## src/rtl/lscs_pkg.sv

```systemverilog
// Shared types, constants and a helper function for the LRU cache model block.
package lscs_pkg;

    // Field widths
    localparam int ADDR_W       = 64;
    localparam int OP_W         = 2;
    localparam int TOT_W        = 32;
    localparam int SET_BITS_W   = 4;
    localparam int WAYS_W       = 4;
    localparam int BLOCK_BITS_W = 6;
    localparam int CFG_IDX_W    = 2;
    localparam int CFG_DATA_W   = 6;

    // Operation codes
    localparam logic [OP_W-1:0] OP_MODIFY = 2'd2;

    // Configuration register indexes
    localparam logic [CFG_IDX_W-1:0] REG_SET_BITS   = 2'd0;
    localparam logic [CFG_IDX_W-1:0] REG_WAYS       = 2'd1;
    localparam logic [CFG_IDX_W-1:0] REG_BLOCK_BITS = 2'd2;

    localparam logic [TOT_W-1:0] SAT_MAX = '1;

    // Lookup status handed from the tag compare to the control
    typedef struct packed {
        logic hit;
        logic evict;
    } lkup_stat_t;

    // Saturating increment of a running total
    function automatic logic [TOT_W-1:0] sat_inc(input logic [TOT_W-1:0] v, input logic en);
        logic [TOT_W-1:0] r;
        r = v;
        if (en && (v != SAT_MAX))
        begin
            r = v + TOT_W'(1);
        end
        return r;
    endfunction

endpackage

```

## src/rtl/lscs_lookup.sv

```systemverilog
// Tag compare and LRU reorder of one set row.
module lscs_lookup #(
    parameter int MAX_WAYS = 8
) (
    input  logic [MAX_WAYS-1:0][lscs_pkg::ADDR_W-1:0] row_tags,
    input  logic [$clog2(MAX_WAYS+1)-1:0]             row_fill,
    input  logic                                      row_ok,
    input  logic [lscs_pkg::ADDR_W-1:0]               tag,
    input  logic [$clog2(MAX_WAYS+1)-1:0]             num_ways,
    output logic [MAX_WAYS-1:0][lscs_pkg::ADDR_W-1:0] new_tags,
    output logic [$clog2(MAX_WAYS+1)-1:0]             new_fill,
    output lscs_pkg::lkup_stat_t                      stat
);

    localparam int CNT_W = $clog2(MAX_WAYS + 1);
    localparam int WAY_W = (MAX_WAYS > 1) ? $clog2(MAX_WAYS) : 1;

    logic [CNT_W-1:0]                          fill;
    logic [CNT_W-1:0]                          used;
    logic [MAX_WAYS-1:0]                       match;
    logic [WAY_W-1:0]                          hit_idx;
    logic                                      hit;
    logic                                      evict;
    logic [CNT_W-1:0]                          shift_lo;
    logic [CNT_W-1:0]                          last;
    logic [MAX_WAYS-1:0][lscs_pkg::ADDR_W-1:0] up_tags;

    // Clip the fill count to the ways in use
    assign fill = row_ok ? row_fill : '0;
    assign used = (fill > num_ways) ? num_ways : fill;

    // Compare every live way and pick the first match
    always_comb
    begin
        hit_idx = '0;
        for (int i = 0; i < MAX_WAYS; i++)
        begin
            match[i] = (CNT_W'(i) < used) && (row_tags[i] == tag);
        end
        for (int i = MAX_WAYS - 1; i >= 0; i--)
        begin
            if (match[i])
            begin
                hit_idx = WAY_W'(i);
            end
        end
    end

    assign hit   = |match;
    assign evict = !hit && (used >= num_ways);

    // Select the range that shifts toward the least recent end
    always_comb
    begin
        if (hit)
        begin
            shift_lo = CNT_W'(hit_idx);
            last     = used - CNT_W'(1);
        end
        else if (evict)
        begin
            shift_lo = '0;
            last     = num_ways - CNT_W'(1);
        end
        else
        begin
            shift_lo = used;
            last     = used;
        end
    end

    assign up_tags = row_tags >> lscs_pkg::ADDR_W;

    // Shift down, then place the tag at the most recent end
    always_comb
    begin
        for (int p = 0; p < MAX_WAYS; p++)
        begin
            if (CNT_W'(p) == last)
            begin
                new_tags[p] = tag;
            end
            else if ((CNT_W'(p) >= shift_lo) && (CNT_W'(p) < last))
            begin
                new_tags[p] = up_tags[p];
            end
            else
            begin
                new_tags[p] = row_tags[p];
            end
        end
    end

    assign new_fill   = last + CNT_W'(1);
    assign stat.hit   = hit;
    assign stat.evict = evict;

endmodule

```

## config.mk

```make
export PLATFORM = sky130hd
export DESIGN_NAME = lscs_lookup
export DESIGN_NICKNAME = d
export VERILOG_FILES = /design/src/rtl/lscs_pkg.sv /design/src/rtl/lscs_lookup.sv
export SDC_FILE = /design/constraint.sdc
export NUM_CORES = 1
export LEC_CHECK = 0
export ABC_AREA = 1
export BUFFER_PORTS_ARGS = -buffer_cell sky130_fd_sc_hd__buf_4
export CORE_AREA = 3 3 424 426
export DETAILED_ROUTE_END_ITERATION = 8
export DIE_AREA = 0 0 427 429
export REMOVE_ABC_BUFFERS = 1
export SLEW_MARGIN = 10
export SYNTH_ARGS = -nofsm -noshare
export SYNTH_HDL_FRONTEND = slang
export SYNTH_SLANG_ARGS = --single-unit
```

## constraint.sdc

```tcl
create_clock -name vclk -period 4.3
set_input_delay 0.215 -clock vclk [all_inputs]
set_output_delay 0.215 -clock vclk [all_outputs]
set_load 0.02 [all_outputs]
```

## After elaboration in Yosys (flattened, before gate mapping)

Index checks and enable logic that the tools add are counted.

- Register bits after elaboration: 0
- Logic and storage cells: 94
- Bits of input ports: 585
- Output and inout port bits: 518

- $add $sub $neg: 3
- Eq/ne operators: 15
- $lt $le $gt $ge: 26
- Reduce and logical (&&, ||, !) cells: 20
- Mux-type cells: 30

Operator list:

| kind | count |
|---|---|
| $mux W64 | 16 |
| $eq A64 B64 Y1 | 8 |
| $lt A3 B4 Y1 const A | 8 |
| $mux W3 | 8 |
| $mux W4 | 6 |
| $logic_and A1 B1 Y1 | 17 |
| $eq A3 B4 Y1 const A | 4 |
| $ge A3 B4 Y1 const A | 4 |
| $lt A1 B4 Y1 const A | 4 |
| $lt A2 B4 Y1 const A | 4 |
| $eq A2 B4 Y1 const A | 2 |
| $ge A1 B4 Y1 const A | 2 |
| $ge A2 B4 Y1 const A | 2 |
| $reduce_or A8 Y1 | 1 |
| $sub A4 B1 Y4 const B | 2 |
| $add A4 B1 Y4 const B | 1 |
| $eq A1 B4 Y1 const A | 1 |
| $ge A4 B4 Y1 | 1 |
| $gt A4 B4 Y1 | 1 |
| $logic_not A4 Y1 | 1 |
| $logic_not A1 Y1 | 1 |

## Longest topological paths before layout

Gate-level depths: netlist (run 1).

- Word-level depth: 18
- Depth in mapped cells: 31
- Depth with buffers taken out: 30

## Least setup slack after synthesis (run 1)

No wires, ideal clock.

- Path kind: in2out
- Start: input row_fill[3]
- End: output new_tags[437] (netlist name)
- Path slack: 464 ps
- Cell stages on the path: 29
- Arrival: 3621 ps
- Path buffers: 2
- Data required time: 4085 ps
- Cells stage by stage: nand2_1 inv_1 ha_1 nand3_2 or2_1 buf_6 nand3_1 nand2_2 ha_1 nand3_1 nand2_1 nand2_1 nand3_1 nor2_1 nand2_2 a21oi_1 o21ai_0 nand2_2 inv_1 ha_1 inv_1 nand3_1 inv_1 nand2_1 nand3_2 buf_2 nand2_1 nand3_1 nand2_1

RTL lines:

| what | line | text |
|---|---|---|
| from (decl) | lscs_lookup.sv:6 | `input logic [$clog2(MAX_WAYS+1)-1:0] row_fill,` |
| to (decl) | lscs_lookup.sv:10 | `output logic [MAX_WAYS-1:0][lscs_pkg::ADDR_W-1:0] new_tags,` |

==> results.txt, run 1 <==
Status: finished clean
Register area: 0 um^2
DR vias/cell: 4.67
Hold_buf cts: 0
GRT Total Usage: 26.5%
Routed wire length: 263 mm
Dpl cell area: 36100 um^2
Core ar.: 176000 um^2
Die W: 427 um
Fin. Hold Viols: 0
Final Wtd Congestion: 1.08
Dpl hpwl: 222 mm
Fin area: 37900 um^2
Cell mode on critical path: nor2_4
Final setup fails: 0
Count leader, synth: nand2_1
Critical Path AT: 4040 ps
Initial DRC count: 5048
Seq_cells: 0
RSZ-0062 raised after global routing: true
Mapped cell area: 20400 um^2
Total negative slack: 0 ps
Fmax: 0.235 GHz
Routed WL per cell: 31.6 um
Hold path depth: 4
Final period utilization: 99.0%
Cell accounting for the most synthesized area: nand2_1
P_leak: 20.1 nW
Element type at the critical path start: primary input
Syn Inst Count: 4476
Dpl cells: 8196
DR pass1 iterations: 8
Worst-path maximum fanout: 8
Final Max Slew Viols: 0
Post-route DRC: 0
Nets: 6519
Fin crit period: 4260 ps
Antenna-violating nets left: 0
Share of cells above drive strength 1: 33.2%
Placement Setup Slack: -927 ps
Global-route wire length before repair: 329 mm
Largest net degree at the start of global routing: 61
WP data required: 4090 ps
Initial antenna violation count: 98
Post-synth top area share: 34.3%
HP Class: in -> out
Total of fill cells in the finished design: 20694
Top cells by area, synth: nand2_1 (34%), nand3_1 (22%), inv_1 (8.6%), o211ai_1 (4.7%), nand4_1 (4.5%)
Die Area: 183000 um^2
Buffers added on ports: 1103
Initial Utilization: 11.6%
Crit Path Category: in -> out
DR vias: 38905
Num ports: 1103
Max-cap violations: 0
Footprint of the multi-input gates: 17600 um^2
Top cells by count, synth: nand2_1 (1869), nand3_1 (883), inv_1 (466), nor2_1 (232), nand4_1 (146)
Worst setup margin: 43.3 ps
Slew margin rel.: 56.6%
Worst-margin pin slew: 648 ps
Max IR drop VDD: 0.199 mV
Clock buffers: 0
Sequential-to-total area share from yosys stat: 0%
Vias in the first global route: 34663
Final Non-Filler Cells: 8327
Crit. End Element: output port
CP peak stage delay: 460 ps
Row Count: 154
Netlist cell types: 36
Global route overflow: 0
Mapped Avg Cell Area: 4.57 um^2
Die Y-Extent: 429 um
Hold Path End: new_tags[265]
Pwr dens: 426 nW/um^2
Layout area overhead: 85.5%
YS warnings: 0
Final core utilization: 21.5%
Hold path start: row_tags[329]
Slowest CP cell: nand4_1
## where the power goes
| part | leakage, nW | total, mW | switching (mW) | internal [mW] |
|---|---|---|---|---|
| logic | 20.1 | 16.2 | 10.3 | 5.86 |
| registers | 0 | 0 | 0 | 0 |
| clock network | 0.000424 | 0.00000192 | 0 | 0.00000192 |
| total | 20.1 | 16.2 | 10.3 | 5.86 |
## cell families (layout without fill, tap and decap cells)
logic type	count (synthesis)	after routing	share of synthesized area (%)
AOI/OAI and AO/OA	275	275	8.42
xor gates and xnor gates	151	151	6.47
adders and majority gates	11	11	0.673
buffers and inverters	839	2284	17.2
other	0	66	0
and+or+nand+nor	3200	3200	67.2
## cells in the final DEF, fill, tap and decap left out, drive strengths merged
cell type | Yosys | final
nand4 | 146 | 146
nor2 | 242 | 242
xor2 | 86 | 86
clkinvlp | 0 | 20
a21oi | 12 | 12
bufbuf | 0 | 3
clkbuf | 81 | 7
o21ai | 134 | 134
clkinv | 54 | 37
nand3b | 2 | 2
or2 | 8 | 8
inv | 476 | 474
diode | 0 | 66
and2 | 10 | 10
ha | 11 | 11
nand2 | 1893 | 1893
xnor2 | 65 | 65
o21bai | 1 | 1
buf | 228 | 1743
nand3 | 891 | 891
nor3 | 8 | 8
o211ai | 128 | 128
## how the worst max path moves through the flow
stage / start / end / slack (ps) / cells past startpoint
2_1_floorplan: row_fill[3] / new_tags[320] / -2020 / 22
3_3_place_gp: tag[37] / new_tags[36] / -880 / 27
3_5_place_dp: tag[37] / new_tags[36] / -930 / 27
4_1_cts: tag[37] / new_tags[223] / -30 / 29
5_1_grt: row_ok / new_tags[294] / -30 / 30
6_report: tag[36] / new_tags[237] / 40 / 29
## per-layer routing
| metal | GRT usage [%] | part of all wire (%) |
|---|---|---|
| met5 | 0 | 0.11 |
| met4 | 15.5 | 7.5 |
| met3 | 6.97 | 10 |
| met2 | 42.9 | 45 |
| met1 | 31.2 | 37 |
## per-stage QoR
step	hold slack [ps]	power (mW)
final	767	16.2
after global routing	794	16.7
after CTS	765	15.5
after detailed placement	765	15.1
after global placement	765	15.1
after floorplan	605	5.92
## area by class of cell
type | count | share of cell area (%)
repair buffers | 1753 | 39.8
multi-input cells | 3637 | 46.4
inverters | 530 | 5.59
repair inverters | 1 | 0.0132
well taps | 2340 | 7.72
diodes | 66 | 0.435
## repair_timing
item,in CTS,in global routing
buffers inserted,19,32
gates resized for setup,70,164
gates cloned,4,10
pin swaps,22,49
setup endpoints to repair,513,506
## critical path: cells and delay by family
family                 cells  cell delay (ps)
AO/OA/AOI/OAI              1              210
buffers and inverters     12             1520
AND/OR/NAND/NOR           16             2030
Power figures use the tool's default switching activity.
==> run 2: changes to the inputs <==
--- a/config.mk
+++ b/config.mk
@@ -7,9 +7,9 @@
 export LEC_CHECK = 0
 export ABC_AREA = 1
 export BUFFER_PORTS_ARGS = -buffer_cell sky130_fd_sc_hd__buf_4
-export CORE_AREA = 3 3 424 426
+export CORE_AREA = 3 3 422 424
 export DETAILED_ROUTE_END_ITERATION = 8
-export DIE_AREA = 0 0 427 429
+export DIE_AREA = 0 0 425 427
 export REMOVE_ABC_BUFFERS = 1
 export SLEW_MARGIN = 10
 export SYNTH_ARGS = -nofsm -noshare
==> constraint.sdc (replaced) <==
create_clock -name vclk -period 3.7
set_input_delay 0.185 -clock vclk [all_inputs]
set_output_delay 0.185 -clock vclk [all_outputs]
set_load 0.02 [all_outputs]
==> run 2 against run 1 <==
  * The flow now finishes with violations (setup timing)
  * Via count increased by 8.4%
  * Count of clock-buffer cells in the layout unchanged
  * Global-route usage increased by 1.8 points
  * Combinational power increased by 33%
  * Cell area increased by 23%
  * Hold slack got worse by 72 ps
  * Non-clock buffer count increased by 719
  * Die area decreased by 0.93%
  * First-iteration DRC count increased by 7.0%
  * Critical path type unchanged
  * Highest routed layer unchanged
==> results.txt, run 2 (synthesized netlist as in run 1, its figures left out) <==
Post-route DRC: 0 (unchanged)
Final period utilization: 115%
Fin area: 46500 um^2 (+23%)
Initial Utilization: 11.7% (+0.13 points)
Global-route wire length before repair: 348 mm (+5.8%)
Hold path start: row_tags[381]
Worst-margin pin slew: 662 ps (+13.7 ps)
Final Wtd Congestion: 1.08 (-0.17%)
Element type at the critical path start: primary input
Slowest CP cell: o21ai_4
Die W: 425 um (-0.47%)
Num ports: 1103 (unchanged)
DR pass1 iterations: 9 (+1)
WP data required: 3510 ps (-580 ps)
Design Power: 21.6 mW (+33%)
Violated checks: setup timing
Global route overflow: 0 (unchanged)
Status: finished, violations left
P_leak: 24.9 nW (+24%)
Critical Path AT: 4080 ps (+40 ps)
Seq_cells: 0 (unchanged)
Core ar.: 174000 um^2 (-1.1%)
Crit. End Element: output port
Dpl hpwl: 228 mm (+2.6%)
Final Max Slew Viols: 0 (unchanged)
Cell mode on critical path: nand2_4
Register area: 0 um^2 (unchanged)
CP peak stage delay: 290 ps (-170 ps)
Total of fill cells in the finished design: 19840 (-4.1%)
Fmax: 0.234 GHz
Fin. Hold Viols: 0 (unchanged)
RSZ-0062 raised after global routing: true
Routed wire length: 280 mm (+6.5%)
GRT Total Usage: 28.2% (+1.8 points)
Antenna-violating nets left: 0 (unchanged)
Worst-path maximum fanout: 8 (unchanged)
Final setup fails: 512 (+512)
Placement Setup Slack: -1730 ps (-807 ps)
Share of cells above drive strength 1: 44.8% (+12 points)
DR vias/cell: 4.66 (-0.23%)
Initial DRC count: 5402 (+7.0%)
Initial antenna violation count: 130 (+33%)
Buffers added on ports: 1103 (unchanged)
Vias in the first global route: 38240 (+10%)
Nets: 7237 (+11%)
Row Count: 153 (-0.65%)
Max IR drop VDD: 0.254 mV (+28%)
Pwr dens: 463 nW/um^2 (+8.7%)
HP Class: in -> out
Fin crit period: 4270 ps
Die Y-Extent: 427 um (-0.47%)
Hold path depth: 4 (unchanged)
Slew margin rel.: 55.7% (-0.95 points)
Dpl cell area: 40700 um^2 (+13%)
Most common cell after layout, fill and taps aside: buf_4
Hold Path End: new_tags[317]
Largest net degree at the start of global routing: 43 (-30%)
Clock buffers: 0 (unchanged)
Routed WL per cell: 30.9 um (-2.0%)
DR vias: 42162 (+8.4%)
Die Area: 181000 um^2 (-0.93%)
Crit Path Category: in -> out
Max-cap violations: 0 (unchanged)
Most frequent cells in the layout: buf_4 (2098), nand2_1 (1664), nand3_1 (767), inv_1 (454)
Worst setup margin: -566 ps (-609 ps)
Layout area overhead: 128%
run 2: layer usage:
layer / track usage [%] / wire, um / vias to the layer above
met5: 0 / 419 / -
met4: 19.4 / 23800 / 62
met3: 8.73 / 30800 / 795
met2: 45.0 / 124000 / 2995
met1: 32.2 / 101000 / 19571
li1: - / - / 18739
run 2: what timing repair did:
item,CTS,global route
resized for setup,487,436
gates cloned,18,18
buffers inserted,71,36
pin swaps,84,120
hold buffers,0,0
endpoints found under the setup margin,515,514
run 2: stage by stage:
stage | setup TNS (ps) | hold WS (ps) | std cells | util (%)
2_1_floorplan | -937810 | 545 | 4167 | -
3_3_place_gp | -580970 | 705 | 8827 | 23.4
3_5_place_dp | -577460 | 707 | 8827 | 23.4
4_1_cts | -154560 | 708 | 8914 | 25.1
5_1_grt | -284130 | 708 | 9011 | 26.7
6_report | -184890 | 695 | 9045 | 26.7
run 2: area by class of cell:
cell class         instances  area (um^2)  share of cell area (%)
multi-input cells       3637        19400                    41.7
inverters                530         2110                    4.53
diodes                    81          203                   0.436
repair buffers          2472        21900                    47.0
well taps               2325         2910                    6.25
run 2: critical path, delay by kind of cell:
family / cells / cell delay [ps]
and+or+nand+nor: 15 / 1710
buffers and inverters: 10 / 1160
AOI/OAI and AO/OA: 2 / 560
adders and majority gates: 2 / 430
run 2: how the worst max path moves through the flow:
stage / cells after the start / start / to
after floorplan: 22 / row_fill[3] / new_tags[320]
after global placement: 29 / tag[37] / new_tags[407]
after detailed placement: 29 / tag[37] / new_tags[407]
after CTS: 26 / tag[37] / new_tags[18]
after global routing: 31 / row_ok / new_tags[319]
final: 29 / row_ok / new_tags[27]
run 2: power breakdown:
part | internal (mW) | switching, mW
logic | 8.40 | 13.2
clock network | 0.00000289 | 0
registers | 0 | 0
